File: config.mk
export PLATFORM = sky130hd
export DESIGN_NAME = sorted_position_set_toggle
export DESIGN_NICKNAME = d
export VERILOG_FILES = /design/src/rtl/spst_pkg.sv /design/src/rtl/spst_ram.sv /design/src/rtl/sorted_position_set_toggle.sv
export SDC_FILE = /design/constraint.sdc
export NUM_CORES = 2
export LEC_CHECK = 0
export ABC_AREA = 0
export BUFFER_PORTS_ARGS = -buffer_cell sky130_fd_sc_hd__buf_2
export CORE_MARGIN = 2
export CORE_UTILIZATION = 55
export CTS_CLUSTER_DIAMETER = 100
export DETAILED_ROUTE_END_ITERATION = 7
export PLACE_DENSITY_LB_ADDON = 0.05
export RECOVER_POWER = 100
export SLEW_MARGIN = 20
export SYNTH_ARGS = -nofsm -noshare
export SYNTH_HDL_FRONTEND = slang
export SYNTH_SLANG_ARGS = --single-unit
export TNS_END_PERCENT = 50
File: constraint.sdc
create_clock -name clk -period 4.2 [get_ports clk]
set_clock_uncertainty 0.1 [all_clocks]
set_input_delay 0.84 -clock clk [delete_from_list [all_inputs] [get_ports clk]]
set_output_delay 0.84 -clock clk [all_outputs]
set_load 0.02 [all_outputs]
File: src/rtl/spst_pkg.sv
// Package for the sorted position set: command and status codes, widths.
// Used by the top module sorted_position_set_toggle; spst_ram does not import it.
package spst_pkg;

  localparam int PosW = 32;

  typedef enum logic [1:0] {
    CMD_TOGGLE = 2'd0,
    CMD_APPEND = 2'd1,
    CMD_RANGE  = 2'd2,
    CMD_CLEAR  = 2'd3
  } cmd_t;

  typedef enum logic [2:0] {
    ST_INSERTED  = 3'd0,
    ST_REMOVED   = 3'd1,
    ST_UNCHANGED = 3'd2,
    ST_FULL      = 3'd3,
    ST_ORDER     = 3'd4,
    ST_LISTED    = 3'd5,
    ST_NONE      = 3'd6,
    ST_CLEARED   = 3'd7
  } status_t;

  localparam logic [1:0] MODE_REMOVE_ONLY = 2'd0;
  localparam logic [1:0] MODE_INSERT_ONLY = 2'd1;
  localparam logic [1:0] MODE_BOTH        = 2'd2;

endpackage

File: src/rtl/spst_ram.sv
// Generic single-port-write, single-read RAM with registered read data.
// No dependencies.
module spst_ram #(
  parameter int Width = 32,
  parameter int Depth = 64
) (
  input  logic                     clk,
  input  logic                     we,
  input  logic [$clog2(Depth)-1:0] waddr,
  input  logic [Width-1:0]         wdata,
  input  logic [$clog2(Depth)-1:0] raddr,
  output logic [Width-1:0]         rdata
);
  logic [Width-1:0] mem [Depth];

  always_ff @(posedge clk) begin
    if (we) begin
      mem[waddr] <= wdata;
    end
    rdata <= mem[raddr];
  end
endmodule

File: src/rtl/sorted_position_set_toggle.sv
// Sorted position set: a strictly ascending set of 32-bit positions kept in one RAM.
// Requests toggle, append, list a range or clear the set. Uses spst_pkg and spst_ram.
//
// Usage: a request (command, position, range_end) enters on in_valid/in_ready.
// Results leave on out_valid/out_ready, one per request except range query,
// which lists every stored position in [position, range_end) with out_last
// on the final one. The sequencer works on one request at a time; in_ready is
// high only while it is idle. The output register parts the two sides, so the
// next request can enter and run while the last result still waits.
// Steps from accept to result: a toggle reads and compares each searched entry,
// decides, reads and writes each shifted entry, then emits; append reads the
// last entry, then checks and writes; clear emits at once; a range query searches,
// then reads and tests each entry up to the range end. The single RAM read port
// sets this pace. The next request is taken the cycle after the sequencer goes idle.
// A stalled receiver holds the output register; the sequencer then waits at
// its next result and in_ready stays low until that result is loaded.
// Reset empties the set (count to zero, no clearing pass), direction_mode = 2;
// cfg_we writes it, unchecked: write while idle to take effect on the next request.
module sorted_position_set_toggle #(
  parameter int CAPACITY = 64
) (
  input  logic        clk,
  input  logic        rst_n,
  input  logic        cfg_we,
  input  logic [1:0]  cfg_direction_mode,
  input  logic        in_valid,
  output logic        in_ready,
  input  logic [1:0]  in_command,
  input  logic [31:0] in_position,
  input  logic [31:0] in_range_end,
  output logic        out_valid,
  input  logic        out_ready,
  output logic [31:0] out_value,
  output logic        out_last,
  output logic [2:0]  out_status,
  output logic [6:0]  out_count
);
  import spst_pkg::*;

  localparam int AW = (CAPACITY > 1) ? $clog2(CAPACITY) : 1;
  localparam int CW = $clog2(CAPACITY + 1);

  typedef enum logic [3:0] {
    S_IDLE, S_SRCH, S_SRCH_W, S_DECIDE, S_SHIFT_R, S_SHIFT_W,
    S_APP_R, S_APP_W, S_LIST_R, S_LIST_W, S_EMIT
  } state_t;

  state_t          state_r;
  logic [1:0]      mode_r;
  logic [CW-1:0]   occ_r;
  logic [1:0]      cmd_r;
  logic [31:0]     pos_r, end_r;
  logic [CW-1:0]   idx_r;     // search / shift / list index
  logic [CW-1:0]   stop_r;
  logic            ins_r;     // shift direction: 1 = insert (move up)
  logic [31:0]     carry_r;   // value carried while shifting up
  logic            first_r;   // range listing: no value held yet
  logic [31:0]     hold_r;    // previous listed value waiting for its last bit
  status_t         st_r;      // status of the request in progress

  logic            ov_r, ol_r;
  logic [31:0]     oval_r;
  logic [2:0]      ost_r;
  logic [CW-1:0]   ocnt_r;

  logic            we;
  logic [AW-1:0]   waddr, raddr;
  logic [31:0]     wdata, rdata;

  spst_ram #(.Width(32), .Depth(CAPACITY)) u_ram (
    .clk(clk), .we(we), .waddr(waddr), .wdata(wdata), .raddr(raddr), .rdata(rdata)
  );

  logic out_free;
  logic out_load;
  assign out_free  = !ov_r || out_ready;
  assign in_ready  = (state_r == S_IDLE);
  assign out_valid = ov_r;
  assign out_value = oval_r;
  assign out_last  = ol_r;
  assign out_status = ost_r;
  assign out_count = 7'(ocnt_r);

  always_comb begin
    we = 1'b0;
    waddr = idx_r[AW-1:0];
    wdata = carry_r;
    raddr = idx_r[AW-1:0];
    case (state_r)
      S_SHIFT_W: begin
        we = 1'b1;
        if (ins_r) begin
          wdata = carry_r;
        end else begin
          waddr = AW'(idx_r - CW'(1));
          wdata = rdata;
        end
      end
      S_APP_W: begin
        we = (occ_r == '0) || (rdata < pos_r);
        we = we && (occ_r < CW'(CAPACITY));
        waddr = occ_r[AW-1:0];
        wdata = pos_r;
      end
      default: ;
    endcase
  end

  // Cycles in which the output register takes a new result
  always_comb begin
    out_load = 1'b0;
    case (state_r)
      S_LIST_R: out_load = out_free && (idx_r >= occ_r);
      S_LIST_W: out_load = (rdata >= end_r) || !first_r;
      S_EMIT:   out_load = out_free;
      default: ;
    endcase
  end

  always_ff @(posedge clk) begin
    if (!rst_n) begin
      state_r <= S_IDLE;
      mode_r  <= MODE_BOTH;
      occ_r   <= '0;
      ov_r    <= 1'b0;
    end else begin
      if (cfg_we) mode_r <= cfg_direction_mode;
      if (out_load) ov_r <= 1'b1;
      else if (out_ready) ov_r <= 1'b0;
      case (state_r)
        S_IDLE: begin
          if (in_valid && in_ready) begin
            cmd_r <= in_command;
            pos_r <= in_position;
            end_r <= in_range_end;
            idx_r <= (cmd_t'(in_command) == CMD_APPEND) ? occ_r - CW'(1) : '0;
            first_r <= 1'b1;
            case (cmd_t'(in_command))
              CMD_CLEAR: begin
                occ_r <= '0;
                st_r <= ST_CLEARED;
                state_r <= S_EMIT;
              end
              CMD_APPEND: begin
                state_r <= S_APP_R;
              end
              CMD_RANGE: begin
                if (in_position >= in_range_end) begin
                  st_r <= ST_NONE;
                  state_r <= S_EMIT;
                end else begin
                  state_r <= S_SRCH;
                end
              end
              default: state_r <= S_SRCH;
            endcase
          end
        end
        // Linear lower-bound search: read idx, compare next cycle.
        S_SRCH: begin
          if (idx_r >= occ_r) state_r <= S_DECIDE;
          else state_r <= S_SRCH_W;
        end
        S_SRCH_W: begin
          if (rdata < pos_r) begin
            idx_r <= idx_r + CW'(1);
            state_r <= S_SRCH;
          end else if (cmd_r == CMD_RANGE) begin
            state_r <= S_LIST_R;
          end else begin
            state_r <= S_DECIDE;
          end
        end
        S_DECIDE: begin
          if (cmd_r == CMD_RANGE) begin
            state_r <= S_LIST_R;
          end else if (idx_r < occ_r && rdata == pos_r) begin
            if (mode_r == MODE_INSERT_ONLY) begin
              st_r <= ST_UNCHANGED; state_r <= S_EMIT;
            end else begin
              ins_r <= 1'b0;
              idx_r <= idx_r + CW'(1);
              stop_r <= occ_r;
              state_r <= S_SHIFT_R;
            end
          end else if (mode_r == MODE_REMOVE_ONLY) begin
            st_r <= ST_UNCHANGED; state_r <= S_EMIT;
          end else if (occ_r >= CW'(CAPACITY)) begin
            st_r <= ST_FULL; state_r <= S_EMIT;
          end else begin
            ins_r <= 1'b1;
            carry_r <= pos_r;
            stop_r <= occ_r;
            state_r <= S_SHIFT_R;
          end
        end
        // Insert: write carry at idx, carry old entry upward.
        // Remove: read idx, write it to idx-1.
        S_SHIFT_R: begin
          if (ins_r) begin
            if (idx_r == stop_r) begin
              state_r <= S_SHIFT_W;
              stop_r <= '0; // cleared; the final write is found by idx == occ
            end else begin
              state_r <= S_SHIFT_W;
            end
          end else if (idx_r >= stop_r) begin
            occ_r <= occ_r - CW'(1);
            st_r <= ST_REMOVED;
            state_r <= S_EMIT;
          end else begin
            state_r <= S_SHIFT_W;
          end
        end
        S_SHIFT_W: begin
          if (ins_r) begin
            carry_r <= rdata;
            if (idx_r == occ_r) begin
              occ_r <= occ_r + CW'(1);
              st_r <= ST_INSERTED;
              state_r <= S_EMIT;
            end else begin
              idx_r <= idx_r + CW'(1);
              state_r <= S_SHIFT_R;
            end
          end else begin
            idx_r <= idx_r + CW'(1);
            state_r <= S_SHIFT_R;
          end
        end
        S_APP_R: state_r <= S_APP_W;
        S_APP_W: begin
          if (occ_r != '0 && rdata >= pos_r) st_r <= ST_ORDER;
          else if (occ_r >= CW'(CAPACITY)) st_r <= ST_FULL;
          else begin
            st_r <= ST_INSERTED;
            occ_r <= occ_r + CW'(1);
          end
          state_r <= S_EMIT;
        end
        // Listing: read idx, next cycle test against end; each result is
        // held one step so its last bit is known. Wait here until the
        // output register is free.
        S_LIST_R: begin
          if (!out_free) begin
            state_r <= S_LIST_R;
          end else if (idx_r >= occ_r) begin
            ocnt_r <= occ_r;
            oval_r <= first_r ? pos_r : hold_r; ol_r <= 1'b1;
            ost_r <= first_r ? ST_NONE : ST_LISTED;
            state_r <= S_IDLE;
          end else begin
            state_r <= S_LIST_W;
          end
        end
        S_LIST_W: begin
          if (rdata >= end_r) begin
            ocnt_r <= occ_r;
            oval_r <= first_r ? pos_r : hold_r; ol_r <= 1'b1;
            ost_r <= first_r ? ST_NONE : ST_LISTED;
            state_r <= S_IDLE;
          end else begin
            if (!first_r) begin
              ocnt_r <= occ_r;
              oval_r <= hold_r; ol_r <= 1'b0; ost_r <= ST_LISTED;
            end
            first_r <= 1'b0;
            hold_r <= rdata;
            idx_r <= idx_r + CW'(1);
            state_r <= S_LIST_R;
          end
        end
        S_EMIT: begin
          if (out_free) begin
            oval_r <= pos_r; ol_r <= 1'b1;
            ost_r <= st_r;
            ocnt_r <= occ_r;
            state_r <= S_IDLE;
          end
        end
        default: state_r <= S_IDLE;
      endcase
    end
  end

  // Output register only loads when free or being drained.
  property p_no_overrun;
    @(posedge clk) disable iff (!rst_n)
      (ov_r && !out_ready) |=> (ov_r && $stable(oval_r));
  endproperty
  a_no_overrun: assert property (p_no_overrun) else $error("result overwritten");

  a_occ_bound: assert property (@(posedge clk) disable iff (!rst_n)
    occ_r <= CW'(CAPACITY)) else $error("occupancy above capacity");

  a_busy_not_ready: assert property (@(posedge clk) disable iff (!rst_n)
    (state_r != S_IDLE) |-> !in_ready) else $error("ready while busy");

  a_occ_step: assert property (@(posedge clk) disable iff (!rst_n)
    (state_r != S_IDLE && !$past(state_r == S_IDLE)) |->
    (occ_r == $past(occ_r) || occ_r == $past(occ_r) + CW'(1) ||
     occ_r == $past(occ_r) - CW'(1))) else $error("occupancy jump");
endmodule
After elaboration in Yosys (flattened, before gate mapping):

Memory sizes are Yosys's and may differ from the RTL's. A register that Yosys moved wholly into a read port is not among the register bits.
Cells that the tools add are included.

* bits in registers: 206
* latch bits: 0
* memory bits (writable): 2048
* memory bits (read-only): 0
* input bits: 73
* output and inout port bits: 45
* logic and storage cells: 229
* memories: 1

* add/sub/neg operators: 4
* $mul: 0
* divide/modulo/power cells: 0
* order comparisons: 9
* eq/ne operators: 51
* shifts and indexed selects: 0
* multiplexer cells: 111
* bitwise logic cells: 2
* reductions and logical operators: 33

Memories
* u_ram.mem: depth 64, bits a word 32, rd ports 1, clocked after memory_dff 1, write ports 1, line spst_ram.sv:14 `logic [Width-1:0] mem [Depth];`

Operator list (number)
* $mux W32: 12
* $mux W7: 29
* $pmux W32 S2: 2
* $ge A32 B32 Y1: 3
* $pmux W32 S3: 1
* $mux W4: 17
* $mux W3: 17
* $ne A2 B2 Y1 const B: 22
* $pmux W4 S11: 1
* $pmux W7 S5: 1
* $eq A32 B32 Y1: 1
* $lt A32 B32 Y1: 1
* $pmux W7 S4: 1
* $ne A3 B3 Y1 const B: 7
* $pmux W7 S3: 1
* $reduce_and A9 Y1: 2
* $eq A4 B3 Y1 const B: 4
* $mux W1: 16
* $pmux W3 S5: 1
* $add A7 B1 Y7 const B: 2
* $eq A7 B7 Y1: 2
* $ge A7 B7 Y1: 2
* $pmux W7 S2: 1
* $eq A4 B4 Y1 const B: 3
* other kinds (39): 61

Longest topological paths before layout:

* depth in word-level cells: 6
* depth in mapped cells: 14
* gate-level depth less buffers: 10

Hierarchy:

Synthesis repeated with hierarchy kept, for this count alone.

* cell total of the unflattened synthesis: 4583
* area, all modules: 90802.1 um^2

By module, submodules not included
* spst_ram: instances 1, cells an instance 3511, area an instance 79039.6 um^2, sequential area each 62139.6 um^2
* sorted_position_set_toggle: instances 1, cells an instance 1072, area an instance 11762.5 um^2, sequential area each 6045.8 um^2

Worst setup path after synthesis:

OpenSTA, ideal clock, no wires.

* path type: register to register
* start point: register end_r[7]
* end point: register ocnt_r[0] (netlist: out_count[0]), enable pin
* setup time: 0.458 ns
* data arrival time: 4.073 ns
* required time: 3.642 ns
* path slack: -0.431 ns
* cell stages (with the launch flop): 10
* buffers on the path: 0
* clock period less this slack: 4.631 ns
* cell sequence: edfxtp_1 > inv_1 > ha_1 > and3_1 > o211ai_1 > or4_1 > a311oi_1 > a211oi_2 > and2b_4 > a21oi_1

* longest elaborated chain between the ends: 3

RTL lines
* from (decl): line sorted_position_set_toggle.sv:52 `logic [31:0] pos_r, end_r;`
* from (signal assigned): line sorted_position_set_toggle.sv:135 `end_r <= in_range_end;`
* $ge A32 B32 Y1: line sorted_position_set_toggle.sv:257 `if (rdata >= end_r) begin`
* $ne A3 B3 Y1 (no source line)
* $reduce_and A6 Y1 (no source line)
* to (signal assigned): line sorted_position_set_toggle.sv:258 `ocnt_r <= occ_r;`
* to (signal assigned): line sorted_position_set_toggle.sv:264 `ocnt_r <= occ_r;`
* to (signal assigned): line sorted_position_set_toggle.sv:277 `ocnt_r <= occ_r;`
* to (decl): line sorted_position_set_toggle.sv:64 `logic [CW-1:0] ocnt_r;`

Every way passes these cells.
A chain may end at the register's enable or synchronous reset.

Final worst setup path:

* start point: register u_ram.rdata[28] (read register of u_ram.mem)
* end point: register oval_r[0] (netlist: out_value[0]), enable pin

* longest elaborated chain between the ends: 3

RTL lines
* from (decl): line spst_ram.sv:12 `output logic [Width-1:0] rdata`
* $ge A32 B32 Y1: line sorted_position_set_toggle.sv:257
* $ne A3 B3 Y1 (no source line)
* $reduce_and A6 Y1 (no source line)
* to (signal assigned): line sorted_position_set_toggle.sv:259 `oval_r <= first_r ? pos_r : hold_r; ol_r <= 1'b1;`
* to (signal assigned): line sorted_position_set_toggle.sv:265 `oval_r <= hold_r; ol_r <= 1'b0; ost_r <= ST_LISTED;`
* to (signal assigned): line sorted_position_set_toggle.sv:275 `oval_r <= pos_r; ol_r <= 1'b1;`
* to (decl): line sorted_position_set_toggle.sv:62 `logic [31:0] oval_r;`

Every way passes these cells.

==> results list <==
- In the final layout, the share of cells above drive strength 1 is 0.274.
- The largest total area in the synthesized netlist belongs to edfxtp_1.
* Standby leakage power: 32.5 nW
- After detailed placement, the total cell area comes to 0.0963 mm2.
- 118 I/O pins were placed.
* Worst-case clock buffer depth: 3
- # Post-CTS Setup Buffers: 0
- The synthesized netlist contains 72 unique library cells.
* Height of the die: 409 um
- Main flop type after synthesis: edfxtp_1
* Top cell by count, worst path: clkbuf_1
- Combinational Power Share: 0.250
- Library cell with the highest instance count after synthesis: edfxtp_1
* Clk_lat worst skew: 860 ps
- Logic depth of the worst path, buffers included: 12
- Crit path capture type: register
- Number of clock buffers inserted by TritonCTS: 224
- During placement, the flow inserted port buffers numbering 117.
- TritonCTS built the clock tree.
- The worst hold path terminates at end_r[11]$_DFFE_PP_.
- At the end of routability-driven placement, the weighted congestion stood at 0.842.
- Data arrives at the worst endpoint at 4340 ps.
* P_int: 0.0439 W
- Detail-routed net length per standard cell: 30.6 um
* Hold Startpoint: in_range_end[11]
- Max-cap check violation count: 1
- The share of synthesized area in the top cell type comes to 0.747.
- Final Max Slew Viols: 67
* Minimum hold slack: 89.6 ps
- Counting instances, the worst hold path has a depth of 1.
- Cells on worst reg2reg path: 12
- Final antenna-violating net count: 0
* Data required time of the worst path: 4560 ps
- Cell count after synthesis: 4085
- The detailed router finished its first iteration with 4855 violations.
- Per-cell via count in the routed design: 6.27
* Total power after layout: 0.0611 W
* Kind of critical path: reg2reg
- The die covers 0.167 mm2.
- Final period util: 0.949
* Fin nets: 4675
- Slew margin rel.: -0.387
* Worst slew pin tran: 2080 ps
- In this run the power spent charging and discharging nets is 0.0172 W.
* Global router's overall resource usage: 0.254
- Number of detailed-routing iterations run before antenna repair: 6
- Cell Area, Synth: 0.0901 mm2
- After routing the design area is 0.102 mm2.
- Cell Count, Final, Fillers Out: 6854
- The checks that failed: max-capacitance violations, max-slew violations.
- Launching element type of the critical path: register
* EDFF count, synth: 2240
- Cell Chain, Critical Path: buf_12 > clkbuf_1 > ha_1 > nand4_1 > or4_1 > a311oi_1 > clkbuf_1 > a211oi_2 > and2b_4 > buf_4 > a21oi_4 > clkbuf_2
- The number of hold violations in the final report is 0.
- Global routing finished with a remaining overflow of 0.
- Reg2reg end: out_value[0]$_DFFE_PP_
- A synthesized cell averages 22.1 um2.
- Sequential element share of the synthesized area: 0.757
- On the worst path, the slowest cell contributes a delay of 680 ps.
- Antenna violations before repair: 33
- Detail Placement HPWL: 125 mm
* Effective utilization at floorplan: 0.553
- The Yosys step of the flow raised 0 warnings.
- Of the total power, the clock network draws 0.324.
- The share of total power dissipated in sequential elements is 0.426.
- Peak fanout along the critical path: 31
* Core utilization of the finished layout: 0.627
* Reg2Reg Launch Point: u_ram.rdata[28]$_DFF_P_
- Buffers & Inverters on Critical Path: 5
* List of most frequent post-synthesis cells: 2240 x edfxtp_1, 671 x mux4_2, 152 x inv_1
* # H-tree levels: 4
* Run status: finished with violations
- By area the synthesized netlist is led by edfxtp_1 75%, mux4_2 17%, ha_1 1.6%.
- Maximum number of pins on one net before global-route repair: 121
- Count of endpoints failing setup in the final report: 0
- Areal power density over the cells: 599 mW/mm2
- Die outline width: 409 um
- IR analysis of the VDD net gives a maximum drop of 0.473 mV.
- Derived from the worst setup path, the maximum achievable clock frequency is 251 MHz.
- Counting flops with an async set or reset pin after synthesis yields a share of 0.
* Class of the worst hold path: in2reg
* Number of placed instances with taps included: 6433
- Setup repair after global routing left no endpoint under its margin.
- The via count of the first global-routing pass was 43275.
- Register bit total from synthesis: 2286
* Switching power share of the total: 0.282
- Clock root buffer: clkbuf_16
- In the routed design, unresolved DRC markers number 0.
* Net count of the mapped netlist: 4273
* Library cell contributing the largest single delay on the critical path: clkbuf_2
- Total Wirelength: 210 mm
* Num Clock Sinks: 2286
- Site row count: 148
* Wire length of the first global-routing pass: 305 mm
- Worst-path clk slew: 60 ps
- The core region is 0.163 mm2.
- Compared with the post-synthesis result, the final layout area differs by 13.3%.
- Setup slack on the worst reg-to-reg path comes out at 210 ps.
* Shortest clock period the worst path allows after layout: 3990 ps
- Number of vias after detailed routing: 42967
- Dominant delay contributor by cell family on the critical path: buffers and inverters
==> per-stage QoR <==
stage               TNS (ps)  setup WS (ps)
floorplan            -231590           -350
global placement           0           83.1
detailed placement         0            128
CTS                        0            113
global route               0           10.4
finish                     0            214
==> worst max path at each step <==
stage / from / to
after detailed placement: in_position[0] / state_r[3]$_SDFFE_PN0P_
after global routing: pos_r[30]$_DFFE_PP_ / u_ram.mem[10][31]$_DFFE_PP_
after floorplan: idx_r[0]$_DFFE_PP_ / u_ram.mem[27][0]$_DFFE_PP_
after CTS: pos_r[13]$_DFFE_PP_ / u_ram.mem[1][1]$_DFFE_PP_
final: u_ram.rdata[28]$_DFF_P_ / out_value[0]$_DFFE_PP_
after global placement: in_position[0] / state_r[3]$_SDFFE_PN0P_
==> layout by cell type (no fill, tap or decap), types with 26 or more instances in the layout <==
cell type / n
clkbuf_4: 74
inv_1: 145
nand3_1: 26
a222oi_1: 32
nand2_1: 84
clkbuf_1: 188
clkbuf_16: 227
clkinv_2: 44
edfxtp_1: 2240
dfxtp_1: 46
buf_12: 32
clkinv_1: 51
ha_1: 115
a21oi_1: 71
mux4_2: 671
nor2_1: 103
buf_4: 81
o21ai_0: 67
==> timing repair <==
item	in CTS	in global routing
gates resized for setup	0	0
hold buffers	0	0
hold endpoints to repair	0	0
setup endpoints to repair	0	23
==> layer usage <==
| metal | vias up | track usage | share of wire |
|---|---|---|---|
| met4 | 10 | 0.0637 | 0.022 |
| met2 | 1519 | 0.401 | 0.48 |
| li1 | 18071 | - | - |
| met3 | 289 | 0.0511 | 0.071 |
| met5 | - | 0 | 0.00049 |
| met1 | 23078 | 0.369 | 0.42 |
==> logic make-up after synthesis <==
logic type | synth area share
AO/OA/AOI/OAI | 0.0199
XOR/XNOR | 0.00117
adder cells (fa/ha/maj) | 0.0160
buffers and inverters | 0.0159
flip-flops | 0.757
multiplexers | 0.172
AND/OR/NAND/NOR | 0.0183
==> worst register-to-register path, stage by stage (launching register included) <==
cell and delay, ps:
dfxtp_1 320, buf_12 120, clkbuf_1 160, ha_1 350
nand4_1 170, or4_1 620, a311oi_1 230, clkbuf_1 210
a211oi_2 100, and2b_4 190, buf_4 150, a21oi_4 150
clkbuf_2 680
==> layout make-up <==
type / instances / area (um2)
flip-flops and latches: 2286 / 68200
fillers: 11237 / 60700
multi-input cells: 1448 / 20600
clock buffers: 286 / 5980
well taps: 2175 / 2720
repair buffers: 375 / 2700
clock inverters: 129 / 1270
inverters: 152 / 571
diodes: 3 / 7.51
==> power groups by stage <==
stage | Clock, W | Sequential (W) | Combinational (W)
after global placement | 0 | 0.0265 | 0.0156
final | 0.0198 | 0.0260 | 0.0152
after floorplan | 0 | 0.0264 | 0.00992
after detailed placement | 0 | 0.0265 | 0.0157
after global routing | 0.0211 | 0.0261 | 0.0163
after CTS | 0.0201 | 0.0260 | 0.0157
==> sequential cells by signal, summed over array words and instances (netlist names), 2 cells and up <==
signal	cells
out_status	3
out_value	32
st_r	3
hold_r	32
u_ram.mem	2048
cmd_r	2
stop_r	7
end_r	32
out_count	7
idx_r	7
carry_r	32
u_ram.rdata	32
state_r	4
mode_r	2
occ_r	7
pos_r	32
Power figures use the tool's default switching activity.
